**src/design/spnc_pkg.sv**
```systemverilog
// ----------------------------------------------------------------------------
// spnc_pkg
// Shared types, note table and boundary ladder for the spectral peak
// note classifier.
// ----------------------------------------------------------------------------
`default_nettype none

package spnc_pkg;

	localparam int PosW  = 27;	// refined position times pair sum, clamped at zero
	localparam int DenW  = 16;	// neighbor plus peak magnitude
	localparam int FreqW = 16;
	localparam int IdxW  = 6;
	localparam int RemW  = 36;	// divider remainder, below den * 2^20
	localparam int ProdW = 43;
	localparam int NoteW = 18;
	localparam int ZoneW = 3;
	localparam int MaxNotes = 64;

	localparam logic [ZoneW-1:0] ZoneNone = 3'd0;
	localparam logic [ZoneW-1:0] Zone1    = 3'd1;
	localparam logic [ZoneW-1:0] Zone2    = 3'd2;
	localparam logic [ZoneW-1:0] Zone3    = 3'd3;
	localparam logic [ZoneW-1:0] Zone4    = 3'd4;

	localparam logic [63:0] LadderBase   = 64'd274349425;
	localparam logic [63:0] LadderOffset = 64'd1104744079;
	localparam logic [63:0] SemitoneQ30  = 64'd1137589840;
	localparam logic [63:0] Q30Half      = 64'd536870912;

	typedef struct packed {
		logic [PosW-1:0] pos;
		logic [DenW-1:0] den;
		logic            mag_zero;
	} spnc_item_t;

	// Note frequencies in Hz*64
	function automatic logic [NoteW-1:0] note_freq(input logic [IdxW-1:0] idx);
		logic [NoteW-1:0] v;
		case (idx)
			6'd0:  v = 18'd4186;   6'd1:  v = 18'd4435;   6'd2:  v = 18'd4699;
			6'd3:  v = 18'd4979;   6'd4:  v = 18'd5274;   6'd5:  v = 18'd5588;
			6'd6:  v = 18'd5920;   6'd7:  v = 18'd6272;   6'd8:  v = 18'd6645;
			6'd9:  v = 18'd7041;   6'd10: v = 18'd7459;   6'd11: v = 18'd7903;
			6'd12: v = 18'd8372;   6'd13: v = 18'd8870;   6'd14: v = 18'd9398;
			6'd15: v = 18'd9956;   6'd16: v = 18'd10548;  6'd17: v = 18'd11176;
			6'd18: v = 18'd11841;  6'd19: v = 18'd12545;  6'd20: v = 18'd13290;
			6'd21: v = 18'd14081;  6'd22: v = 18'd14918;  6'd23: v = 18'd15805;
			6'd24: v = 18'd16745;  6'd25: v = 18'd17741;  6'd26: v = 18'd18796;
			6'd27: v = 18'd19913;  6'd28: v = 18'd21098;  6'd29: v = 18'd22352;
			6'd30: v = 18'd23681;  6'd31: v = 18'd25089;  6'd32: v = 18'd26581;
			6'd33: v = 18'd28161;  6'd34: v = 18'd29836;  6'd35: v = 18'd31610;
			6'd36: v = 18'd33488;  6'd37: v = 18'd35480;  6'd38: v = 18'd37589;
			6'd39: v = 18'd39824;  6'd40: v = 18'd42193;  6'd41: v = 18'd44701;
			6'd42: v = 18'd47359;  6'd43: v = 18'd50175;  6'd44: v = 18'd53159;
			6'd45: v = 18'd56320;  6'd46: v = 18'd59669;  6'd47: v = 18'd63217;
			6'd48: v = 18'd66976;  6'd49: v = 18'd70959;  6'd50: v = 18'd75178;
			6'd51: v = 18'd79649;  6'd52: v = 18'd84385;  6'd53: v = 18'd89402;
			6'd54: v = 18'd94719;  6'd55: v = 18'd100351; 6'd56: v = 18'd106318;
			6'd57: v = 18'd112640; 6'd58: v = 18'd119338; 6'd59: v = 18'd126434;
			6'd60: v = 18'd133952; 6'd61: v = 18'd141917; 6'd62: v = 18'd150356;
			6'd63: v = 18'd159297;
			default: v = 18'd0;
		endcase
		return v;
	endfunction

	// Upper boundary of note n in Hz*64*65536; evaluated at elaboration only
	function automatic logic [63:0] ladder_bound(input int n);
		logic [63:0] b;
		b = (LadderBase * LadderOffset + Q30Half) >> 30;
		for (int i = 0; i < n; i++) begin
			b = (b * SemitoneQ30 + Q30Half) >> 30;
		end
		return b;
	endfunction

endpackage

`default_nettype wire

```
**src/design/spnc_queue.sv**
```systemverilog
// ----------------------------------------------------------------------------
// spnc_queue
// Two-entry queue between the front and back parts.
// ----------------------------------------------------------------------------
`default_nettype none

module spnc_queue import spnc_pkg::*; (
	input  wire logic       clk,
	input  wire logic       arst_n,
	input  wire logic       push,
	input  spnc_item_t      push_item,
	output logic            full,
	input  wire logic       pop,
	output spnc_item_t      pop_item,
	output logic            empty
);

	spnc_item_t  mem_q [2];
	logic        wr_ptr_q;
	logic        rd_ptr_q;
	logic [1:0]  count_q;

	assign full     = (count_q == 2'd2);
	assign empty    = (count_q == 2'd0);
	assign pop_item = mem_q[rd_ptr_q];

	always_ff @(posedge clk or negedge arst_n) begin
		if (!arst_n) begin
			wr_ptr_q <= 1'b0;
			rd_ptr_q <= 1'b0;
			count_q  <= 2'd0;
		end else begin
			if (push) begin
				wr_ptr_q <= ~wr_ptr_q;
			end
			if (pop) begin
				rd_ptr_q <= ~rd_ptr_q;
			end
			count_q <= count_q + {1'b0, push} - {1'b0, pop};
		end
	end

	always_ff @(posedge clk) begin
		if (push) begin
			mem_q[wr_ptr_q] <= push_item;
		end
	end

endmodule

`default_nettype wire

```
**config.mk**
```make
export PLATFORM = sky130hd
export DESIGN_NAME = spnc_queue
export DESIGN_NICKNAME = d
export VERILOG_FILES = /design/src/design/spnc_pkg.sv /design/src/design/spnc_queue.sv
export SDC_FILE = /design/constraint.sdc
export NUM_CORES = 1
export LEC_CHECK = 0
export ABC_AREA = 0
export BUFFER_PORTS_ARGS = -buffer_cell sky130_fd_sc_hd__buf_2
export CORE_AREA = 8 8 133 73
export DETAILED_ROUTE_END_ITERATION = 8
export DIE_AREA = 0 0 141 81
export PLACE_DENSITY = 0.81
export SYNTH_ARGS = -nofsm -noshare
export SYNTH_HDL_FRONTEND = slang
export SYNTH_SLANG_ARGS = --single-unit
```
**constraint.sdc**
```tcl
create_clock -name clk -period 2.6 [get_ports clk]
set_input_delay 0.52 -clock clk [delete_from_list [all_inputs] [get_ports clk]]
set_output_delay 0.52 -clock clk [all_outputs]
set_load 0.02 [all_outputs]
```
# Yosys cells after proc, flatten, opt, wreduce, memory -nomap -nowiden
# Memories as Yosys holds them, arrays and structs flattened.
# Index checks and enable logic that the tools add are counted.
[totals] register_bits=4 mem_bits_rw=88 in_bits=48 output_inout_bits=46 elab_cells=12 mem_count=1
[memory_table] name="mem_q" words=2 word_bits=44 rd=1 rd_clocked_by_memory_dff=0 wr=1 line="spnc_queue.sv:18" rtl="spnc_item_t mem_q [2];"
[classes] addsub=2 eq_ne=1 n_mux=2 bitwise=2 n_reduce_logical=1
[ops] op="adder 2 x 1 -> 2 bit" count=1
[ops] op="equality test 2 bit (second input constant)" count=1
[ops] op="logical NOT 2 bit" count=1
[ops] op="two-way mux 1 bit" count=2
[ops] op="inverter 1 bit" count=2
[ops] op="subtractor 2 x 1 -> 2 bit" count=1

# Depth between registers and ports, before layout
[depth] depth_word=2 mapped_depth=5 mapped_depth_nobuf=5

# Worst setup path before layout
# No wires, ideal clock.
[synth_timing] path_type="input to register" start="input port push" end="memory mem_q[0][0] (netlist bit), enable pin" setup_ps=451 arrival_time_ps=2480 required_time_ps=2149 setup_slack_ps=-331 path_stages=1 cell_sequence="nor2b_1"
[synth_between] elab_chain_len=2
[synth_rtl] element="start, declared" line="spnc_queue.sv:10" rtl="input wire logic push,"
[synth_rtl] element="two-way mux 1 bit" line="spnc_queue.sv:44" rtl="if (push) begin"
[synth_rtl] element="two-way mux 1 bit (not written as such)" line="spnc_queue.sv:45" rtl="mem_q[wr_ptr_q] <= push_item;"
[synth_rtl] element="end, declared" line="spnc_queue.sv:18"
# No other way between the ends.

==> metrics.md <==
| Metric | Value |
|---|---|
| Net Sw Power | roughly 1.6 mW |
| Int Pwr | 3.51 mW |
| Grt met3 use | 6.67% |
| R2R Path End | mem_q[1][18] |
| Achievable Freq | 483 MHz |
| Max incr delay on CP | around 0.37 ns |
| Critical R2R Launch | wr_ptr_q |
| FF-to-FF path depth | 2 |
| Number of global-route vias before repair | between 1500 and 2000 |
| Post-layout min period | about 2.1 ns |
| Final Max Slew Viols | 0 |
| Cell Count, Final, Fillers Out | roughly 370 |
| Critical Path RT | around 2.1 ns |
| Clk root buf | clkbuf_16 |
| Flops & latches, synth | 92 |
| RSZ-0062 raised after global routing | no |
| Layout filler cell count | 603 |
| Detailed Route WL | 6.34 mm |
| Share of cells above drive strength 1 | 60.4% |
| Row count | 23 |
| Final hold vios | 0 |
| CP endpoint | pop_item[2] |
| Crit path buf inv count | 2 |
| Die height | ~81 µm |
| Sw frac | a little under a third |
| Reg2reg setup slack | roughly 1.1 ns |
| Routed vias | 1682 |
| Ys Warns | 0 |
| Gate Count Post-Synth | 152 |
| Num CTS Buffers | 9 |
| Fin crit share | 79.7% |
| Crit Path Max Fanout | 45 |
| Worst-path clk slew | about 0.060 ns |
| Register area share after synthesis | 76.8% |
| Total Power | 5.07 mW |
| DRC | 0 |
| Initial DRT Pass Iterations | 4 |
| Iter 0 DRT Violations | 85 |
| Final Util | 56.9% |
| Comb power frac | roughly a third |
| CTS max path bufs | 2 |
| CP startpoint kind | flip-flop |
| Initial cell density of the core | between 40 and 50% |
| Post-cts gate resize count | 0 |
| Antenna violations before repair | 1 |
| Setup bufs post-CTS | 0 |
| # setup viols final | 0 |
| WP data arrival | ~1.6 ns |
| Global routing's busiest layer | met2 |
| IO buf count | 93 |
| Relative slew slack | roughly three fifths |
| Leakage Power | roughly 1.8 nW |
| CTS H-tree lvls | 3 |
| Crit-path slowest cell | dfrtp_2 |
| Setup CP Type | reg2out |
| Worst min path class | in2reg |
| Critical-path cell list | buf_12 > mux2_2 > buf_2 |
| Via-to-Cell Ratio | ~4.5 |
| Die Width | 141 µm |
| Clk sink count | approximately 90 |
| Post-DRT Antenna Nets | 0 |
| Crit path from | rd_ptr_q |
| Clk_skew | approximately 0.0034 ns |
| GP Congestion | approximately 0.67 |
| Core box area | around 0.0078 mm² |
| Worst-Margin Slew | roughly 0.60 ns |
| Post-Syn Area | approximately 0.0036 mm² |
| Max-cap viol count | 0 |
| Gr ovfl total | 0 |
| GR Util met1 | 13.5% |
| Routed length per placed instance | about 17 µm |
| Mean Syn Cell Area | approximately 24 µm² |
| Library cells used by synthesis | 13 |
| Layout area overhead | 24.3% |
| VDD IR-drop max | roughly 0.51 mV |
| Overall Global Routing Usage | a little under an eighth |
| Grt met2 use | 17.4% |
| Placed Cells | about 360 |
| Register area | 0.00274 mm² |
| TritonCTS clock tree | done |
| Ports | 94 |
| Die area | 0.0114 mm² |
| Synthesized net count | just over 200 |
| ANT cells | 0 |
| Reg power frac | slightly above 40% |
| Global-route wire length before repair | 9.72 mm |
| Clock power frac | 24.3% |
| Multi-input logic area | between 700 and 800 µm² |
| CP Depth | 3 |
| DP HPWL | approximately 4.4 mm |
| Nets | roughly 310 |
| Delay-heaviest family, CP | buffers and inverters |
| Setup TNS | 0 ns |
| Worst setup EP type | primary output |
| Run status | complete, no violations |
| Pwr/cell area | roughly 1100 mW/mm² |
| Largest net degree at the start of global routing | 46 |
| Clk Latency, worst-skew pair | roughly 0.33 ns |
power by group through the flow:
stage / clock (mW) / combinational, mW / sequential (mW)
3_3_place_gp: 0 / 1.79 / 2.08
5_1_grt: 1.32 / 1.90 / 2.09
2_1_floorplan: 0 / 1.42 / 2.07
4_1_cts: 1.27 / 1.81 / 2.07
3_5_place_dp: 0 / 1.80 / 2.10
6_report: 1.23 / 1.78 / 2.07
stage by stage:
step	setup WS [ns]	hold WS [ns]	cell area, µm²
2_1_floorplan	0.489	0.224	3570
3_3_place_gp	0.874	0.329	4140
3_5_place_dp	0.864	0.330	4140
4_1_cts	0.495	0.356	4440
5_1_grt	0.460	0.355	4440
6_report	0.528	0.372	4440
cells by family after synthesis:
group / Yosys count / share of synthesized area [%]
XOR/XNOR: 3 / 1.16
buffers and inverters: 7 / 2.77
AND/OR/NAND/NOR: 4 / 0.630
multiplexers: 44 / 18.0
adder cells (fa/ha/maj): 2 / 0.700
flip-flops: 92 / 76.8
cell usage in the layout, fill, tap and decap left out:
master,n
dfrtp_2,1
buf_12,2
buf_2,93
clkbuf_1,2
clkinv_2,3
and2_2,1
mux2_2,5
ha_1,2
dlygate4sd3_1,1
nor2b_1,1
xor2_1,2
inv_1,2
clkbuf_16,9
clkinvlp_4,1
buf_4,1
nor2_1,1
mux2_4,39
xor3_1,1
bufinv_16,1
dfrtp_1,3
nor2b_4,1
edfxtp_1,88
cell usage after synthesis:
master     n  area (µm²)
nor2b_1    2        12.5
dfrtp_1    4         100
xor2_1     2        17.5
edfxtp_1  88        2640
mux2_2     5        56.3
buf_12     4        80.1
xor3_1     1        23.8
nor2_1     1        3.75
buf_6      1        11.3
inv_1      2        7.51
and2_1     1        6.26
ha_1       2        25.0
mux2_4    39         586
how the worst min path moves through the flow:
stage / start / depth (start not counted) / to / slack [ns]
6_report: push_item[36] / 1 / mem_q[0][36] / 0.37
5_1_grt: push_item[39] / 1 / mem_q[0][39] / 0.36
4_1_cts: push_item[39] / 1 / mem_q[1][39] / 0.36
3_5_place_dp: arst_n / 1 / count_q[0] / 0.33
3_3_place_gp: arst_n / 1 / count_q[0] / 0.33
2_1_floorplan: arst_n / 0 / count_q[0] / 0.22
what timing repair did:
item	4_1_cts	5_1_grt
endpoints found under the hold margin	4	0
endpoints found under the setup margin	0	0
hold buffers	1	0
sequential cells by signal (all words and copies together), names as in the netlist:
signal / flops
rd_ptr_q: 1
mem_q: 88
count_q: 2
wr_ptr_q: 1
routing by layer:
metal / wire (µm) / share of wire (%)
met4: 44 / 0.69
met1: 2890 / 46
met2: 2770 / 44
met3: 623 / 9.8
met5: 8 / 0.13
cell type report:
cell class	instances	area share (%)
clock buffer	11	5.24
clock inverter	5	1.18
inverter	2	0.169
multi-input combinational	53	16.7
sequential	92	61.8
tap	112	3.16
timing repair buffer	97	11.8
Power figures use the tool's default switching activity.
