`config.mk`:
```
export PLATFORM = sky130hd
export DESIGN_NAME = spnc_front
export DESIGN_NICKNAME = d
export VERILOG_FILES = /design/src/design/spnc_pkg.sv /design/src/design/spnc_front.sv
export SDC_FILE = /design/constraint.sdc
export NUM_CORES = 1
export LEC_CHECK = 0
export BUFFER_PORTS_ARGS = -buffer_cell sky130_fd_sc_hd__buf_2
export CAP_MARGIN = 10
export CORE_ASPECT_RATIO = 2
export CORE_MARGIN = 1.5
export CORE_UTILIZATION = 55
export CTS_CLUSTER_SIZE = 20
export DETAILED_ROUTE_END_ITERATION = 6
export PLACE_DENSITY = 0.75
export SETUP_SLACK_MARGIN = 0.2
export SLEW_MARGIN = 20
export SYNTH_ARGS = -nofsm -noshare
export SYNTH_HDL_FRONTEND = slang
export SYNTH_SLANG_ARGS = --single-unit
```
`constraint.sdc`:
```
create_clock -name clk -period 3.6 [get_ports clk]
set_input_delay 0.18 -clock clk [delete_from_list [all_inputs] [get_ports clk]]
set_output_delay 0.18 -clock clk [all_outputs]
set_load 0.005 [all_outputs]
```
`src/design/spnc_pkg.sv`:
```
// ----------------------------------------------------------------------------
// spnc_pkg
// Shared types, note table and boundary ladder for the spectral peak
// note classifier.
// ----------------------------------------------------------------------------
`default_nettype none

package spnc_pkg;

	localparam int PosW  = 27;	// refined position times pair sum, clamped at zero
	localparam int DenW  = 16;	// neighbor plus peak magnitude
	localparam int FreqW = 16;
	localparam int IdxW  = 6;
	localparam int RemW  = 36;	// divider remainder, below den * 2^20
	localparam int ProdW = 43;
	localparam int NoteW = 18;
	localparam int ZoneW = 3;
	localparam int MaxNotes = 64;

	localparam logic [ZoneW-1:0] ZoneNone = 3'd0;
	localparam logic [ZoneW-1:0] Zone1    = 3'd1;
	localparam logic [ZoneW-1:0] Zone2    = 3'd2;
	localparam logic [ZoneW-1:0] Zone3    = 3'd3;
	localparam logic [ZoneW-1:0] Zone4    = 3'd4;

	localparam logic [63:0] LadderBase   = 64'd274349425;
	localparam logic [63:0] LadderOffset = 64'd1104744079;
	localparam logic [63:0] SemitoneQ30  = 64'd1137589840;
	localparam logic [63:0] Q30Half      = 64'd536870912;

	typedef struct packed {
		logic [PosW-1:0] pos;
		logic [DenW-1:0] den;
		logic            mag_zero;
	} spnc_item_t;

	// Note frequencies in Hz*64
	function automatic logic [NoteW-1:0] note_freq(input logic [IdxW-1:0] idx);
		logic [NoteW-1:0] v;
		case (idx)
			6'd0:  v = 18'd4186;   6'd1:  v = 18'd4435;   6'd2:  v = 18'd4699;
			6'd3:  v = 18'd4979;   6'd4:  v = 18'd5274;   6'd5:  v = 18'd5588;
			6'd6:  v = 18'd5920;   6'd7:  v = 18'd6272;   6'd8:  v = 18'd6645;
			6'd9:  v = 18'd7041;   6'd10: v = 18'd7459;   6'd11: v = 18'd7903;
			6'd12: v = 18'd8372;   6'd13: v = 18'd8870;   6'd14: v = 18'd9398;
			6'd15: v = 18'd9956;   6'd16: v = 18'd10548;  6'd17: v = 18'd11176;
			6'd18: v = 18'd11841;  6'd19: v = 18'd12545;  6'd20: v = 18'd13290;
			6'd21: v = 18'd14081;  6'd22: v = 18'd14918;  6'd23: v = 18'd15805;
			6'd24: v = 18'd16745;  6'd25: v = 18'd17741;  6'd26: v = 18'd18796;
			6'd27: v = 18'd19913;  6'd28: v = 18'd21098;  6'd29: v = 18'd22352;
			6'd30: v = 18'd23681;  6'd31: v = 18'd25089;  6'd32: v = 18'd26581;
			6'd33: v = 18'd28161;  6'd34: v = 18'd29836;  6'd35: v = 18'd31610;
			6'd36: v = 18'd33488;  6'd37: v = 18'd35480;  6'd38: v = 18'd37589;
			6'd39: v = 18'd39824;  6'd40: v = 18'd42193;  6'd41: v = 18'd44701;
			6'd42: v = 18'd47359;  6'd43: v = 18'd50175;  6'd44: v = 18'd53159;
			6'd45: v = 18'd56320;  6'd46: v = 18'd59669;  6'd47: v = 18'd63217;
			6'd48: v = 18'd66976;  6'd49: v = 18'd70959;  6'd50: v = 18'd75178;
			6'd51: v = 18'd79649;  6'd52: v = 18'd84385;  6'd53: v = 18'd89402;
			6'd54: v = 18'd94719;  6'd55: v = 18'd100351; 6'd56: v = 18'd106318;
			6'd57: v = 18'd112640; 6'd58: v = 18'd119338; 6'd59: v = 18'd126434;
			6'd60: v = 18'd133952; 6'd61: v = 18'd141917; 6'd62: v = 18'd150356;
			6'd63: v = 18'd159297;
			default: v = 18'd0;
		endcase
		return v;
	endfunction

	// Upper boundary of note n in Hz*64*65536; evaluated at elaboration only
	function automatic logic [63:0] ladder_bound(input int n);
		logic [63:0] b;
		b = (LadderBase * LadderOffset + Q30Half) >> 30;
		for (int i = 0; i < n; i++) begin
			b = (b * SemitoneQ30 + Q30Half) >> 30;
		end
		return b;
	endfunction

endpackage

`default_nettype wire

```
`src/design/spnc_front.sv`:
```
// ----------------------------------------------------------------------------
// spnc_front
// Accepts a peak item, picks the larger neighbor and forms the Grandke
// position numerator and pair sum for the divider.
// ----------------------------------------------------------------------------
`default_nettype none

module spnc_front import spnc_pkg::*; (
	input  wire logic             clk,
	input  wire logic             arst_n,
	input  wire logic             in_valid,
	output logic                  in_stall,
	input  wire logic [9:0]       peak_bin,
	input  wire logic [14:0]      mag_below,
	input  wire logic [14:0]      mag_peak,
	input  wire logic [14:0]      mag_above,
	output logic                  push,
	output spnc_item_t            push_item,
	input  wire logic             queue_full
);

	logic            up;
	logic [14:0]     m2;
	logic [DenW-1:0] den;
	logic [18:0]     num;
	logic [25:0]     kd;
	logic [27:0]     pos;
	spnc_item_t      item_c;
	spnc_item_t      item_s1;
	logic            vld_s1;
	logic            adv;

	always_comb begin
		up  = mag_above > mag_below;
		m2  = up ? mag_above : mag_below;
		den = {1'b0, m2} + {1'b0, mag_peak};
		num = {3'b0, m2, 1'b0} - {4'b0, mag_peak};
		kd  = {16'b0, peak_bin} * {10'b0, den};
		pos = up ? ({2'b0, kd} + {{9{num[18]}}, num})
		         : ({2'b0, kd} - {{9{num[18]}}, num});
		item_c.mag_zero = (mag_peak == 15'd0);
		if (item_c.mag_zero) begin
			item_c.pos = {{(PosW-10){1'b0}}, peak_bin};
			item_c.den = 16'd1;
		end else begin
			// clamp a position at or below zero to zero: freq then rounds to 0
			item_c.pos = (pos[27] || pos == 28'd0) ? '0 : pos[PosW-1:0];
			item_c.den = den;
		end
	end

	assign push      = vld_s1 && !queue_full;
	assign adv       = !vld_s1 || push;
	assign in_stall  = !adv;
	assign push_item = item_s1;

	always_ff @(posedge clk or negedge arst_n) begin
		if (!arst_n) begin
			vld_s1 <= 1'b0;
		end else if (adv) begin
			vld_s1 <= in_valid;
		end
	end

	always_ff @(posedge clk) begin
		if (adv && in_valid) begin
			item_s1 <= item_c;
		end
	end

endmodule

`default_nettype wire

```
# --- Word-level counts from Yosys, hierarchy flattened ---
# Cells that the tools add are included.
word_totals:
  register_bits: 45
  in_bits: 59
  output_inout_bits: 46
  elab_cells: 25
op_classes:
  add_sub_neg: 4
  mul: 1
  order_cmp: 1
  muxes: 4
  reduce_logical: 10
op_table:
  columns: ["cell", "count"]
  rows:
  - ["$add 27x17->28", 1]
  - ["$logic_not 28->1", 1]
  - ["$mux 28", 1]
  - ["$sub 27x17->28", 1]
  - ["$mul 10x16->26", 1]
  - ["$mux 26", 1]
  - ["$sub 16x15->17", 1]
  - ["$add 15x15->16", 1]
  - ["$gt 15x15->1", 1]
  - ["$logic_not 15->1", 1]
  - ["$mux 15", 1]
  - ["$mux 10", 1]
  - ["$logic_not 1->1", 3]
  - ["$logic_and 1x1->1", 2]
  - ["$logic_or 1x1->1", 2]
  - ["$reduce_or 2->1", 1]

# --- Logic depth before layout (Yosys ltp) ---
logic_depth:
  depth_word: 10
  ltp_mapped: 54
  depth_no_buf: 50

# --- Least setup slack after synthesis ---
# OpenSTA, ideal clock, no wires.
synth_timing:
  kind: "in2reg"
  from: "input mag_below[9]"
  to: "register item_s1 (netlist bit push_item[38]) (data pin)"
  setup_time_ns: 0.263
  t_arrival_ns: 10.774
  required_ns: 3.337
  slack_ns: -7.437
  stages: 53
  n_path_buf: 5
  path_cell_list: "inv_1 -> ha_1 -> nand4_1 -> or4_1 -> nand2_1 -> a21oi_1 -> buf_6 -> clkbuf_1 -> clkbuf_1 -> o21ai_0 -> ha_1 -> nor2b_1 -> o21ai_0 -> a21boi_0 -> o21ai_0 -> a21boi_0 -> o21ai_0 -> nand2b_1 -> [17 not listed] -> a211o_1 -> and2_1 -> a21oi_1 -> o21bai_1 -> a21oi_1 -> xnor2_1 -> ha_1 -> a21o_1 -> a21o_1 -> a21oi_1 -> o21ai_0 -> or3_1 -> a2111oi_0 -> nand4_1 -> a2111oi_2 -> and4_1 -> buf_6 -> nor4b_2"
synth_via:
  elab_chain_len: 9
  word_cells_on_any_way: 11
  classes_between: "add/sub: 4; mul: 1; order compare: 1; mux: 2; reduce/logical: 3"
synth_rtl:
  columns: ["item", "line", "rtl"]
  rows:
  - ["start, declared", "spnc_front.sv:14", "input wire logic [14:0] mag_below,"]
  - ["$gt 15x15->1", "spnc_front.sv:34", "up = mag_above > mag_below;"]
  - ["$mux 15", "spnc_front.sv:35", "m2 = up ? mag_above : mag_below;"]
  - ["$add 15x15->16", "spnc_front.sv:36", "den = {1'b0, m2} + {1'b0, mag_peak};"]
  - ["$mul 10x16->26", "spnc_front.sv:38", "kd = {16'b0, peak_bin} * {10'b0, den};"]
  - ["$sub 27x17->28 / $add 27x17->28 (equally long branches)", "spnc_front.sv:40, spnc_front.sv:39", null]
  - ["$mux 28 (*)", "spnc_front.sv:39", "pos = up ? ({2'b0, kd} + {{9{num[18]}}, num})"]
  - ["$logic_not 28->1", "spnc_front.sv:47", "item_c.pos = (pos[27] || pos == 28'd0) ? '0 : pos[PosW-1:0];"]
  - ["$logic_or 1x1->1", "spnc_front.sv:47", null]
  - ["$reduce_or 2->1 (no line)", null, null]
  - ["end signal, assigned", "spnc_front.sv:67", "item_s1 <= item_c;"]
  - ["end, declared", "spnc_front.sv:29", "spnc_item_t item_s1;"]
# Every way passes the cells marked *; elsewhere a longest branch is shown, timed or not.
# A chain may end at the register's enable or synchronous reset.

# --- Worst setup path in the final report ---
layout_timing:
  from: "input mag_below[8]"
  to: "register item_s1 (netlist bit push_item[38]) (data pin)"
# Same word-level chain as after synthesis.

==> flow_summary.yaml <==
hold_path:
  hold_path.class: "in2reg"
  worstHoldStart: "in_valid"
  hold_path_depth: 2
  hold_path_end: "vld_s1"
logic_synthesis:
  synthArstFlopShare_pct: 2.22
  yosysWarnings: 0
  syn_inst: 1271
  synth_nets: 1574
  synth-seq-cells: 45
  synth_enable_flop_cells: 44
  ys_types: 87
  synth-seq-area-share_pct: 12.3
  synth_flop_cell: "edfxtp_1"
  syn_area_mm2: 0.0109
  avgSynthCellArea_um2: 8.60
grt:
  grt_max_degree: 29
  grt_pass1_wl_um: 61400
  track_usage_pct: 39.1
  grt_pass1_vias: 12958
  grt_overflow: 0
  antenna_found_initial: 0
critical_path:
  rr_worst_depth: 3
  cp_common_cell: "fa_1"
  path_class: "in2reg"
  reg2reg_slack_ps: 1480
  slowest_delay_ps: 550
  reg2reg_to: "push_item[23]"
  critPathRequiredTime_ps: 3730
  r2r-start: "vld_s1"
  cp-end-kind: "register"
  startpoint_type: "primary input"
  arrival_ps: 10760
  crit_slowest_cell: "fa_1"
  critPathMaxFanout: 5
floorplan:
  dieArea_mm2: 0.0208
  start_util_pct: 56.2
  core_mm2: 0.0195
  fp.dieW_um: 103
  die_h_um: 202
  io_pins: 105
  placementRows: 72
timing:
  max_freq_mhz: 94.1
  finalHoldViolations: 0
  fin_crit_sh_pct: 295
  finClkSkew_ps: 7.39
  max_slew_margin_pct: 38.0
  fin_ws_ps: -7030
  final-setup-viol-count: 35
  layout_min_cycle_time_ps: 10630
  worst_slew_pin_slew_ps: 929
  slew_violations: 0
  rsz0062_at_grt: "yes"
placement:
  place_hpwl_um: 30400
  dp_cells: 1959
  dp_slack_ps: -7880
  io_buffers: 104
  routabilityCongestion: 0.995
finish:
  antenna_cells: 0
  fin_util_pct: 83.2
  final_cells: 2014
  drive_gt1_share_pct: 41.4
  num-nets-final: 2057
  n_fill_cell: 1092
  syn2layout_area_growth_pct: 48.2
clocking:
  clk_pin_slew_ps: 70
  numCtsBuffers: 5
  insertion_delay_ps: 320
  cts_tree: "yes"
  cts.sink_count: 45
  root_buffer: "clkbuf_16"
  cts-htree-levels: 2
  cts_buffer_depth: 2
routing:
  drt-initial-drc-count: 726
  ant_nets: 0
  route.detailed.drc: 0
  first_pass_iters: 6
  routed-via-count: 12159
  vias_per_cell: 6.04
  routed_wl_um: 43500
  wl_per_cell_um: 21.6
flow_run:
  maxCapViolations: 0
outcome:
  violations: "negative setup slack"
  status: "complete, but fails checks"
registers in the layout (all words and copies together) (netlist names):
register and cells:
push_item 44, vld_s1 1
cells by family after synthesis:
kind of cell	count (synthesis)	synth area share [%]
AND/OR/NAND/NOR	454	22.7
adder cells (fa/ha/maj)	244	35.7
AO/OA/AOI/OAI	234	15.0
buffers and inverters	213	7.62
XOR/XNOR	76	6.22
flip-flops	45	12.3
multiplexers	5	0.469
synthesized netlist by cell type (4+ instances only):
library cell | count | share of area (%)
ha_1 | 131 | 15
nand4_1 | 9 | 0.51
and2_1 | 84 | 4.8
o21ai_0 | 50 | 2.3
mux2i_1 | 4 | 0.37
inv_1 | 167 | 5.7
fa_1 | 113 | 21
buf_6 | 4 | 0.41
edfxtp_1 | 44 | 12
o21bai_1 | 15 | 1.0
nand3_1 | 25 | 1.1
nor3_1 | 26 | 1.2
o21a_1 | 11 | 0.76
xor2_1 | 22 | 1.8
o21ai_1 | 9 | 0.41
o211ai_1 | 6 | 0.41
nand2b_1 | 15 | 0.86
nor3_2 | 4 | 0.37
and4_1 | 4 | 0.32
a21o_1 | 17 | 1.2
nor2_1 | 55 | 1.9
a211oi_1 | 8 | 0.55
a31oi_1 | 5 | 0.29
a21oi_1 | 55 | 2.5
nand2_1 | 141 | 4.8
nor2b_1 | 34 | 1.9
and3_1 | 11 | 0.63
nor4_1 | 7 | 0.40
xnor2_1 | 52 | 4.2
clkbuf_1 | 36 | 1.2
or2_2 | 6 | 0.34
nor3b_2 | 5 | 0.57
or3_1 | 4 | 0.23
a21boi_0 | 4 | 0.27
per-layer routing:
metal  global-route usage, %  wire, µm  vias up  share of wire [%]
met5                       0         0        -                  0
met3                    5.43      3100      402                7.1
li1                        -         -     5255                  -
met4                    37.9      5200        0                 12
met2                    71.4     22200      770                 51
met1                    34.3     13000     5732                 30
worst max-delay path by stage:
stage,startpoint,end,slack (ps)
finish,mag_below[8],push_item[38],-7030
detailed placement,mag_below[14],push_item[38],-7880
CTS,mag_below[14],push_item[38],-6720
floorplan,mag_below[14],push_item[38],-6460
global route,mag_below[8],push_item[30],-7600
global placement,mag_below[14],push_item[38],-7570
cell type report:
type                    count  area, µm²  share of cell area, %
multi-input cells        1013       9700                   59.9
repair buffers            522       4020                   24.8
flip-flops and latches     45       1350                   8.31
inverters                 167        644                   3.98
well taps                 259        324                   2.00
clock buffers               7        153                  0.942
clock inverters             1       8.76                 0.0541
critical path: cells and delay by family:
family          cells  cell delay (ps)
simple gates       11             1600
mux                 1              340
xor+xnor            2              350
compound gates     20             3240
fa+ha+maj          10             3580
buf+inv            14             1430
through the flow:
step | area (µm²) | hold WS [ps] | TNS [ps]
3_3_place_gp | 14700 | -45.8 | -207520
4_1_cts | 15700 | 85.3 | -180070
3_5_place_dp | 14700 | -44.6 | -215360
2_1_floorplan | 11200 | -116 | -169080
6_report | 16200 | 79.2 | -190500
5_1_grt | 16200 | 85.4 | -204140
cells in the final DEF (no fill, tap or decap), types with 42 or more instances in the layout:
| cell | n |
|---|---|
| nor2_1 | 45 |
| buf_2 | 85 |
| buf_6 | 43 |
| nand2_1 | 134 |
| ha_1 | 111 |
| fa_1 | 112 |
| edfxtp_1 | 44 |
| and2_1 | 83 |
| inv_1 | 147 |
| buf_4 | 381 |
| xnor2_1 | 42 |
repair_timing:
| item | in CTS | in global routing |
|---|---|---|
| hold buffers | 1 | 0 |
| gates cloned | 2 | 0 |
| setup buffers | 27 | 17 |
| endpoints found under the setup margin | 37 | 37 |
| endpoints found under the hold margin | 1 | 0 |
| pin swaps | 56 | 35 |
| gates resized for setup | 127 | 77 |
Power is left out: the tool's default activity adds up to more than one toggle a clock period on the data nets, which glitch-free logic cannot reach.
